==> src/rtl/core/lagrange_basis_and_slope_macros.svh <==
// Assertion helpers for the core module lagrange_basis_and_slope.
`ifndef LAGRANGE_BASIS_AND_SLOPE_MACROS_SVH
`define LAGRANGE_BASIS_AND_SLOPE_MACROS_SVH

// same-cycle implication
`define LBS_ASSERT_IMP(lbl, pre, post, msg) \
   lbl: assert property (@(posedge clock) disable iff (reset) (pre) |-> (post)) \
      else $error(msg);

// next-cycle implication
`define LBS_ASSERT_NEXT(lbl, pre, post, msg) \
   lbl: assert property (@(posedge clock) disable iff (reset) (pre) |=> (post)) \
      else $error(msg);

`endif

==> src/rtl/core/lbs_pkg.sv <==
package lbs_pkg;

   localparam int NODE_W        = 26;
   localparam int DEN_W         = 27;
   localparam int PROD_W        = 64;
   localparam int OUT_W         = 32;
   localparam int ACC_W         = 35;
   localparam int IDX_W         = 3;
   localparam int NODE_REGS     = 7;
   localparam int CNT_W         = 7;
   localparam int MAX_NODES_DEF = 7;
   localparam int FRAC_BITS_DEF = 24;

   typedef enum logic [2:0] {
      ST_IDLE,
      ST_SCAN,
      ST_NEXT,
      ST_TERM,
      ST_DSTART,
      ST_DWAIT,
      ST_OUT
   } state_type;

   typedef enum logic [1:0] {
      STAT_OK    = 2'd0,
      STAT_SAT   = 2'd1,
      STAT_REP   = 2'd2,
      STAT_RANGE = 2'd3
   } status_type;

   typedef struct packed {
      logic                    done;
      logic                    sat;
      logic signed [OUT_W-1:0] quo;
   } div_rsp_type;

endpackage

==> src/rtl/core/lbs_divider.sv <==
module lbs_divider
   import lbs_pkg::*;
(
   input  logic                     clock,
   input  logic                     reset,
   input  logic                     start,
   input  logic signed [PROD_W-1:0] dividend,
   input  logic signed [DEN_W-1:0]  divisor,
   output div_rsp_type              rsp
);

   logic              busy_ff, busy_in;
   logic              done_ff, done_in;
   logic [CNT_W-1:0]  cnt_ff, cnt_in;
   logic [PROD_W-1:0] q_ff, q_in;
   logic [DEN_W:0]    rem_ff, rem_in;
   logic [DEN_W-1:0]  dmag_ff, dmag_in;
   logic              neg_ff, neg_in;
   logic [DEN_W:0]    shifted;
   logic              qbit;

   always_ff @(posedge clock) begin
      if (reset) begin
         busy_ff <= 1'b0;
         done_ff <= 1'b0;
         cnt_ff  <= '0;
      end else begin
         busy_ff <= busy_in;
         done_ff <= done_in;
         cnt_ff  <= cnt_in;
      end
      q_ff    <= q_in;
      rem_ff  <= rem_in;
      dmag_ff <= dmag_in;
      neg_ff  <= neg_in;
   end

   always_comb begin
      busy_in = busy_ff;
      done_in = 1'b0;
      cnt_in  = cnt_ff;
      q_in    = q_ff;
      rem_in  = rem_ff;
      dmag_in = dmag_ff;
      neg_in  = neg_ff;
      shifted = {rem_ff[DEN_W-1:0], q_ff[PROD_W-1]};
      qbit    = (shifted >= {1'b0, dmag_ff});
      if (start) begin
         busy_in = 1'b1;
         cnt_in  = CNT_W'(PROD_W);
         q_in    = dividend[PROD_W-1] ? PROD_W'(-dividend) : PROD_W'(dividend);
         dmag_in = divisor[DEN_W-1] ? DEN_W'(-divisor) : DEN_W'(divisor);
         neg_in  = dividend[PROD_W-1] ^ divisor[DEN_W-1];
         rem_in  = '0;
      end else if (busy_ff) begin
         // restoring step, one quotient bit per cycle
         rem_in = qbit ? (shifted - {1'b0, dmag_ff}) : shifted;
         q_in   = {q_ff[PROD_W-2:0], qbit};
         cnt_in = cnt_ff - CNT_W'(1);
         if (cnt_ff == CNT_W'(1)) begin
            busy_in = 1'b0;
            done_in = 1'b1;
         end
      end
   end

   // truncated quotient magnitude in q_ff; sign and saturate here
   always_comb begin
      rsp.done = done_ff;
      rsp.sat  = 1'b0;
      if (neg_ff) begin
         if (q_ff > PROD_W'(64'h8000_0000)) begin
            rsp.sat = 1'b1;
            rsp.quo = {1'b1, {(OUT_W-1){1'b0}}};
         end else begin
            rsp.quo = OUT_W'(-q_ff[OUT_W-1:0]);
         end
      end else begin
         if (q_ff > PROD_W'(64'h7FFF_FFFF)) begin
            rsp.sat = 1'b1;
            rsp.quo = {1'b0, {(OUT_W-1){1'b1}}};
         end else begin
            rsp.quo = q_ff[OUT_W-1:0];
         end
      end
   end

endmodule

==> src/rtl/core/lagrange_basis_and_slope.sv <==
// Lagrange basis value and slope at a point, signed fixed point.
// Config: csr_we/csr_index/csr_wdata. Index 0 is the node count, 1..7 the nodes.
// Write config only while no transaction is in progress.
// Request: req_tdata carries basis index and point t; one transaction at a time.
// req_tready is high only while idle. One response per request on rsp_tdata.
// An index out of range goes straight to the response, and a repeated node is
// reported after a scan of the node list. Otherwise each factor and each slope
// start term is one pass through a shared 64-step bit-serial divider; with n
// nodes that is (n-1) + (n-1)*(n-1) = n*(n-1) passes, so up to 42 passes for
// seven nodes.
// The response is held in output registers until rsp_tready; the block accepts
// nothing new while the response waits.
// Reset (synchronous, active high) restores the default nodes -1.0 and +1.0,
// node count 2, and drops any transaction in progress.
module lagrange_basis_and_slope
   import lbs_pkg::*;
#(
   parameter int MAX_NODES = MAX_NODES_DEF,
   parameter int FRAC_BITS = FRAC_BITS_DEF
) (
   input  logic        clock,
   input  logic        reset,
   input  logic        csr_we,
   input  logic [2:0]  csr_index,
   input  logic [25:0] csr_wdata,
   input  logic        req_tvalid,
   output logic        req_tready,
   // [2:0] basis_index, [28:3] point, [31:29] zero
   input  logic [31:0] req_tdata,
   output logic        rsp_tvalid,
   input  logic        rsp_tready,
   // [31:0] basis_value, [63:32] basis_slope, [65:64] status, [71:66] zero
   output logic [71:0] rsp_tdata
);

   localparam int NIDX_W = (MAX_NODES > 1) ? $clog2(MAX_NODES) : 1;
   localparam logic signed [OUT_W-1:0]  ONE    = OUT_W'(1) << FRAC_BITS;
   localparam logic signed [PROD_W-1:0] ONE_SQ = PROD_W'(1) << (2 * FRAC_BITS);
   localparam logic signed [ACC_W-1:0]  S_MAX  = ACC_W'(33'sh0_7FFF_FFFF);
   localparam logic signed [ACC_W-1:0]  S_MIN  = -ACC_W'(33'sh0_8000_0000);

   state_type state_ff, state_in;
   logic [IDX_W-1:0] count_ff;
   logic signed [NODE_W-1:0] nodes_ff [MAX_NODES];

   logic [IDX_W-1:0]  i_ff, i_in, n_ff, n_in, j_ff, j_in, k_ff, k_in;
   logic signed [NODE_W-1:0] t_ff, t_in, xi_ff, xi_in;
   logic signed [OUT_W-1:0]  p_ff, p_in, val_ff, val_in, slope_ff, slope_in;
   logic signed [ACC_W-1:0]  acc_ff, acc_in;
   logic signed [PROD_W-1:0] div_a_ff, div_a_in;
   logic signed [DEN_W-1:0]  div_b_ff, div_b_in;
   status_type status_ff, status_in;
   logic val_pass_ff, val_pass_in, sat_ff, sat_in, rep_ff, rep_in;

   logic [IDX_W-1:0]         rd_idx, ncap;
   logic signed [NODE_W-1:0] x_rd;
   logic signed [DEN_W-1:0]  num, den;
   div_rsp_type              div_rsp;

   lbs_divider u_div (
      .clock    (clock),
      .reset    (reset),
      .start    (state_ff == ST_DSTART),
      .dividend (div_a_ff),
      .divisor  (div_b_ff),
      .rsp      (div_rsp)
   );

   always_ff @(posedge clock) begin
      if (reset) begin
         count_ff <= IDX_W'(2);
         for (int m = 0; m < MAX_NODES; m++) begin
            nodes_ff[m] <= '0;
         end
         nodes_ff[0] <= -(NODE_W'(1) << FRAC_BITS);
         nodes_ff[1] <= NODE_W'(1) << FRAC_BITS;
      end else if (csr_we) begin
         if (csr_index == 3'd0) begin
            count_ff <= csr_wdata[IDX_W-1:0];
         end else if (32'(csr_index) - 1 < MAX_NODES) begin
            nodes_ff[NIDX_W'(csr_index - 3'd1)] <= csr_wdata;
         end
      end
   end

   always_ff @(posedge clock) begin
      if (reset) begin
         state_ff <= ST_IDLE;
      end else begin
         state_ff <= state_in;
      end
      i_ff <= i_in;   n_ff <= n_in;   j_ff <= j_in;   k_ff <= k_in;
      t_ff <= t_in;   xi_ff <= xi_in;
      p_ff <= p_in;   val_ff <= val_in; slope_ff <= slope_in;
      acc_ff <= acc_in;
      div_a_ff <= div_a_in; div_b_ff <= div_b_in;
      status_ff <= status_in;
      val_pass_ff <= val_pass_in; sat_ff <= sat_in; rep_ff <= rep_in;
   end

   // single read port on the node file
   always_comb begin
      unique case (state_ff)
         ST_IDLE: rd_idx = req_tdata[IDX_W-1:0];
         ST_TERM: rd_idx = k_ff;
         default: rd_idx = j_ff;
      endcase
   end
   assign x_rd = nodes_ff[rd_idx[NIDX_W-1:0]];
   assign num  = DEN_W'(t_ff) - DEN_W'(x_rd);
   assign den  = DEN_W'(xi_ff) - DEN_W'(x_rd);
   assign ncap = (count_ff > IDX_W'(MAX_NODES)) ? IDX_W'(MAX_NODES) : count_ff;

   always_comb begin
      state_in = state_ff;
      i_in = i_ff; n_in = n_ff; j_in = j_ff; k_in = k_ff;
      t_in = t_ff; xi_in = xi_ff;
      p_in = p_ff; val_in = val_ff; slope_in = slope_ff; acc_in = acc_ff;
      div_a_in = div_a_ff; div_b_in = div_b_ff;
      status_in = status_ff;
      val_pass_in = val_pass_ff; sat_in = sat_ff; rep_in = rep_ff;
      unique case (state_ff)
         ST_IDLE: begin
            if (req_tvalid) begin
               i_in = req_tdata[IDX_W-1:0];
               t_in = req_tdata[IDX_W +: NODE_W];
               n_in = ncap;
               xi_in = x_rd;
               j_in = '0;
               rep_in = 1'b0;
               sat_in = 1'b0;
               acc_in = '0;
               val_in = '0;
               slope_in = '0;
               if (req_tdata[IDX_W-1:0] >= ncap) begin
                  status_in = STAT_RANGE;
                  state_in = ST_OUT;
               end else begin
                  state_in = ST_SCAN;
               end
            end
         end
         ST_SCAN: begin
            if (j_ff != i_ff && x_rd == xi_ff) begin
               rep_in = 1'b1;
            end
            if (j_ff == n_ff - IDX_W'(1)) begin
               if (rep_in) begin
                  status_in = STAT_REP;
                  state_in = ST_OUT;
               end else begin
                  p_in = ONE;
                  j_in = '0;
                  val_pass_in = 1'b1;
                  state_in = ST_NEXT;
               end
            end else begin
               j_in = j_ff + IDX_W'(1);
            end
         end
         ST_NEXT: begin
            if (j_ff == n_ff) begin
               if (val_pass_ff) begin
                  val_in = p_ff;
                  val_pass_in = 1'b0;
                  k_in = '0;
               end else begin
                  acc_in = acc_ff + ACC_W'(p_ff);
                  k_in = k_ff + IDX_W'(1);
               end
               state_in = ST_TERM;
            end else if (j_ff == i_ff || (!val_pass_ff && j_ff == k_ff)) begin
               j_in = j_ff + IDX_W'(1);
            end else begin
               div_a_in = PROD_W'(p_ff) * PROD_W'(num);
               div_b_in = den;
               j_in = j_ff + IDX_W'(1);
               state_in = ST_DSTART;
            end
         end
         ST_TERM: begin
            if (k_ff == n_ff) begin
               if (acc_ff > S_MAX) begin
                  slope_in = S_MAX[OUT_W-1:0];
                  sat_in = 1'b1;
               end else if (acc_ff < S_MIN) begin
                  slope_in = S_MIN[OUT_W-1:0];
                  sat_in = 1'b1;
               end else begin
                  slope_in = acc_ff[OUT_W-1:0];
               end
               status_in = sat_in ? STAT_SAT : STAT_OK;
               state_in = ST_OUT;
            end else if (k_ff == i_ff) begin
               k_in = k_ff + IDX_W'(1);
            end else begin
               div_a_in = ONE_SQ;
               div_b_in = den;
               j_in = '0;
               state_in = ST_DSTART;
            end
         end
         ST_DSTART: state_in = ST_DWAIT;
         ST_DWAIT: begin
            if (div_rsp.done) begin
               p_in = div_rsp.quo;
               sat_in = sat_ff | div_rsp.sat;
               state_in = ST_NEXT;
            end
         end
         ST_OUT: begin
            if (rsp_tready) begin
               state_in = ST_IDLE;
            end
         end
         default: state_in = ST_IDLE;
      endcase
   end

   assign req_tready = (state_ff == ST_IDLE);
   assign rsp_tvalid = (state_ff == ST_OUT);
   assign rsp_tdata  = {6'b0, status_ff, slope_ff, val_ff};

`include "lagrange_basis_and_slope_macros.svh"

   `LBS_ASSERT_IMP(a_one_at_a_time, rsp_tvalid, !req_tready, "request taken while response waits")
   `LBS_ASSERT_NEXT(a_busy_after_req, req_tvalid && req_tready, !req_tready, "second request taken")
   `LBS_ASSERT_IMP(a_range_zero, rsp_tvalid && rsp_tdata[65:64] == STAT_RANGE, rsp_tdata[63:0] == 64'd0, "range error with data")
   `LBS_ASSERT_IMP(a_div_idle, state_ff != ST_DWAIT, !div_rsp.done, "divider result outside wait")

endmodule
==> config.mk <==
export PLATFORM = sky130hd
export DESIGN_NAME = lagrange_basis_and_slope
export DESIGN_NICKNAME = d
export VERILOG_FILES = /design/src/rtl/core/lbs_pkg.sv /design/src/rtl/core/lbs_divider.sv /design/src/rtl/core/lagrange_basis_and_slope.sv
export VERILOG_INCLUDE_DIRS = /design/src /design/src/rtl/core
export SDC_FILE = /design/constraint.sdc
export NUM_CORES = 2
export LEC_CHECK = 0
export BUFFER_PORTS_ARGS = -buffer_cell sky130_fd_sc_hd__buf_2
export CAP_MARGIN = 20
export CORE_UTILIZATION = 52
export DETAILED_ROUTE_END_ITERATION = 8
export PLACE_DENSITY = 0.67
export SETUP_SLACK_MARGIN = 0.3
export SYNTH_ARGS = -nofsm -noshare
export SYNTH_HDL_FRONTEND = slang
export SYNTH_HIERARCHICAL = 1
export SYNTH_SLANG_ARGS = --single-unit
==> constraint.sdc <==
create_clock -name clock -period 36.7 [get_ports clock]
set_input_delay 5.505 -clock clock [delete_from_list [all_inputs] [get_ports clock]]
set_output_delay 5.505 -clock clock [all_outputs]
set_load 0.05 [all_outputs]
Yosys cells after proc, flatten, opt, wreduce, memory -nomap -nowiden. Memories as Yosys holds them, arrays and structs flattened. Cells that the tools add are included.

Flip-flop bits (word level): 425. Latch bits: 0. Memory bits (writable): 182. Memory bits (read-only): 0. Input bits: 66. Memories: 1.

$add $sub $neg: 13. $mul: 1. Div/mod/pow operators: 0. Magnitude comparators: 8. Equal/unequal tests: 34. Shift-type cells: 0. Mux-type cells: 101. Bitwise operators: 5. Reduce and logical (&&, ||, !) cells: 33.

Memory list: nodes_ff (depth 7, width 26, rd ports 1, clocked after Yosys merged registers in 0, write ports 7, RTL line lagrange_basis_and_slope.sv:44) `logic signed [NODE_W-1:0] nodes_ff [MAX_NODES];`.

Operator list (number): $mux W64 (7); $mux W32 (11); $pmux W32 S2 (3); $mux W27 (5); $pmux W64 S2 (1); $mux W35 (3); $mux W26 (4); $pmux W35 S2 (1); $mux W3 (22); $gt A64 B31 Y1 const B (1); $gt A64 B32 Y1 const B (1); $neg A64 Y64 (1); $mul A32 B27 Y59 (1); $pmux W27 S2 (1); $sub A26 B26 Y27 (2); $add A35 B32 Y35 (1); $gt A35 B32 Y1 const B (1); $lt A35 B32 Y1 const B (1); $mux W33 (1); $lt A32 B3 Y1 const B (1); $neg A32 Y32 (1); $ge A28 B27 Y1 (1); $mux W1 (27); $neg A27 Y27 (1); 43 further kinds (96).

Depth between registers and ports, before layout. An unclocked memory read counts as a cell.

Depth after elaboration: 10. Depth in mapped cells: 49. Mapped depth without buffers: 45.

Hierarchy. Netlist, hierarchy kept.

By module, submodules not included: lagrange_basis_and_slope (times used 1, cells an instance 5938, area each 55876.1 um^2, sequential area each 14173.6 um^2); lbs_divider (times used 1, cells an instance 1159, area each 9726.8 um^2, sequential area each 3483.3 um^2).

Least setup slack after synthesis. Ideal clock, no wire load.

Path kind: input port to flip-flop. From: input req_tdata[0]. To: register div_a_ff[62], data pin. Library setup time: 0.266 ns. Arrival time: 16.031 ns. Setup slack: 20.403 ns. Stages on the path: 42. Buffers on the path: 2. Path through: or4b_1 and2_4 nand2_1 clkbuf_1 clkbuf_1 nand2_1 nand3_1 a31oi_1 ha_1 a21o_1 a31o_2 a21o_1 nor2_1 o21ai_1 a21o_1 maj3_1 xor2_1 and2_1 [6 not listed] fa_1 fa_1 inv_1 fa_1 inv_1 ha_1 a21o_1 a21o_1 a21o_1 a41o_1 a21o_1 a21o_1 a31oi_1 nor2_1 a221oi_1 a21oi_1 xnor2_1 nor2_1.

Word-level cells in the longest chain between the ends: 7.

RTL lines: from (decl) (RTL line lagrange_basis_and_slope.sv:29) `input logic [31:0] req_tdata,`; $pmux W3 S2 (RTL line lagrange_basis_and_slope.sv:103) `unique case (state_ff)`; $mem_v2 Z7 W26; $sub A26 B26 Y27 (RTL line lagrange_basis_and_slope.sv:110) `assign num = DEN_W'(t_ff) - DEN_W'(x_rd);`; $mul A32 B27 Y59 (RTL line lagrange_basis_and_slope.sv:175) `div_a_in = PROD_W'(p_ff) * PROD_W'(num);`; $mux W64 (RTL line lagrange_basis_and_slope.sv:172) `end else if (j_ff == i_ff || (!val_pass_ff && j_ff == k_ff)) begin`; $mux W64 (RTL line lagrange_basis_and_slope.sv:162) `if (j_ff == n_ff) begin`; $pmux W64 S2 (RTL line lagrange_basis_and_slope.sv:122) `unique case (state_ff)`; to (signal assigned) (RTL line lagrange_basis_and_slope.sv:96) `div_a_ff <= div_a_in; div_b_ff <= div_b_in;`; to (decl) (RTL line lagrange_basis_and_slope.sv:50) `logic signed [PROD_W-1:0] div_a_ff, div_a_in;`.

No other way between the ends. The select of a mux whose other input is x is not followed. A chain may end at the register's enable or synchronous reset.

Final worst setup path. Same ends and word-level chain as after synthesis.

==> results_dict.tcl <==
set metrics [dict create \
    setup.worst_path.end_class "flop" \
    synth_area_leaders "fa_1 (27%), edfxtp_1 (23%), inv_1 (6.5%)" \
    timing.fmax_ghz 0.0543 \
    setup_tns_ps 0 \
    antenna_cells 0 \
    worst_pin_slew_ps 1160 \
    n_fill_cell 11000 \
    min_path_cells 0 \
    cts_root_buffer "clkbuf_16" \
    synth.avg_cell_area_um2 9.24 \
    critPathTopFamily "compound AO/OA/AOI/OAI gates" \
    path_class "input pin to flop" \
    clk_pin_slew_worst_paths_ps 60 \
    die_w_um 357 \
    cp_num_cells 46 \
    synth_top_area_share_pct 27.2 \
    worst_slack_ps 18290 \
    place.port_buffers 130 \
    dpl.hpwl_um 135000 \
    areaGrowthSynthToFinish_pct 7.08 \
    cp_num_buf_inv 7 \
    drtIter0Drc 4074 \
    nets 8265 \
    floorplan.initialDensity_pct 52.7 \
    yosys_register_bits 628 \
    dieArea_um2 128000 \
    core_um2 124000 \
    yosys_warnings 6 \
    skew_ps 55.0 \
    routabilityCongestion 0.921 \
    vias_per_cell 5.80 \
    synth_commonest_cells "inv_1 (1133), nand2_1 (1003), fa_1 (890)" \
    ctsResizeCount 0 \
    hold_viol 0 \
    cts_tree "yes" \
    wirelength_um 184000 \
    maxSlewViolCount 0 \
    fp.dieH_um 357 \
    async_reset_ff_share_pct 0 \
    max_stage_delay_ps 760 \
    grt_max_degree 80 \
    final-setup-viol-count 0 \
    post-route-period-util_pct 50.2 \
    firstDrtPassIters 7 \
    critPathArrivalTime_ps 18840 \
    grt_pass1_vias 50800 \
    wl_per_cell_um 21.2 \
    cp_slowest_cell "buf_4" \
    clock_latency_ps 700 \
    pre_cts_slack_ps 17640 \
    synth_top_area_cell "fa_1" \
    synth.most_common_cell "inv_1" \
    crit_fanout 72 \
    synth_area_um2 65600 \
    drive_gt1_share_pct 6.77 \
    antenna_found_initial 4 \
    ys.flop_type "edfxtp_1" \
    post_cts_buffers 0 \
    ys_seq_area_share_pct 26.9 \
    io_pins 140 \
    fp-row-count 129 \
    worst_ep_required_time_ps 37130 \
    synth_cells 7097 \
    cts_buffer_depth 3 \
    synth_edf_count 508 \
    ant_nets 0 \
    grt_pass1_wl_um 290000 \
    rsz0062_at_grt "false" \
    drc_errors 0 \
    fin_crit_ps 18410 \
    reg2reg_depth 46 \
    hold_buffers 0 \
    post_synth_num_cell_types 103 \
    numCtsBuffers 73 \
    htreeDepth 3 \
    path_common_cell "fa_1" \
    hp-class "flop to flop" \
    vias 50500 \
    startpoint_type "input pin" \
    grt_use_total_pct 29.5 \
    worst_slew_margin_rel_pct 22.5 \
    status "complete, no violations" \
    cap_violations 0 \
    grt-ovfl-total 0 \
    clock_sinks 628 \
]
## logic make-up after synthesis
| family | synth area share, % |
|---|---|
| AND/OR/NAND/NOR | 17.5 |
| XOR/XNOR | 3.37 |
| AO/OA/AOI/OAI | 10.0 |
| multiplexers | 0.425 |
| other | 0.00572 |
| adder cells (fa/ha/maj) | 32.8 |
| flip-flops | 26.9 |
| buffers and inverters | 9.03 |
## per-stage QoR
step | instances | hold WS (ps) | area [um2] | utilization, %
2_1_floorplan | 7102 | 435 | 65600 | -
3_3_place_gp | 8576 | 418 | 67800 | 54.5
3_5_place_dp | 8578 | 415 | 67900 | 54.5
4_1_cts | 8711 | 426 | 70200 | 56.4
5_1_grt | 8713 | 461 | 70200 | 56.4
6_report | 8713 | 431 | 70200 | 56.4
## final timing paths
| check | start | to | slack (ps) |
|---|---|---|---|
| min | count_ff[1] | n_ff[1] | 430 |
| min reg2reg | count_ff[1] | n_ff[1] | 430 |
| max | req_tdata[0] | div_a_ff[62] | 18290 |
| max reg2reg | state_ff[1] | div_a_ff[62] | 22090 |
## sequential cells by signal, summed over array words and instances, names as in the netlist, 7 cells and up
| name | flops |
|---|---|
| u_div/cnt_ff | 7 |
| div_b_ff | 27 |
| slope_ff | 32 |
| u_div/rem_ff | 27 |
| nodes_ff | 208 |
| div_a_ff | 59 |
| u_div/dmag_ff | 27 |
| t_ff | 26 |
| xi_ff | 26 |
| acc_ff | 35 |
| u_div/q_ff | 64 |
| val_ff | 32 |
| p_ff | 32 |
## per-layer routing
metal	track usage, %	part of all wire (%)	vias to the layer above
met1	40.5	42	25500
li1	-	-	22800
met3	3.81	7.1	316
met2	47.7	47	1915
met5	0	0.0076	-
met4	11.8	4.0	2
## layout make-up
type,instances,area [um2],area share (%)
Tap cell,1637,2050,2.92
Clock inverter,41,433,0.616
Sequential cell,628,17700,25.1
Clock buffer,92,1910,2.72
Multi-Input combinational cell,4932,42300,60.3
Timing Repair Buffer,248,1590,2.26
Inverter,1135,4270,6.07
## cells in the final DEF, fill, tap and decap left out, types with 29 or more instances in the layout
cell	n
a211oi_1	35
a21o_1	102
a21oi_1	325
a311oi_1	64
a31oi_1	48
and2_1	193
and3_1	115
buf_2	130
buf_4	114
clkbuf_16	73
dfxtp_1	118
edfxtp_1	508
fa_1	890
ha_1	288
inv_1	1132
nand2_1	1002
nand2b_1	75
nand3_1	169
nor2_1	543
nor2b_1	56
nor3_1	64
nor3b_1	30
nor4_1	53
o211ai_1	33
o21a_1	60
o21ai_0	143
or3_1	29
xnor2_1	114
xor2_1	119
Power is left out: the tool's default activity adds up to more than one toggle a clock period on the data nets, which glitch-free logic cannot reach.
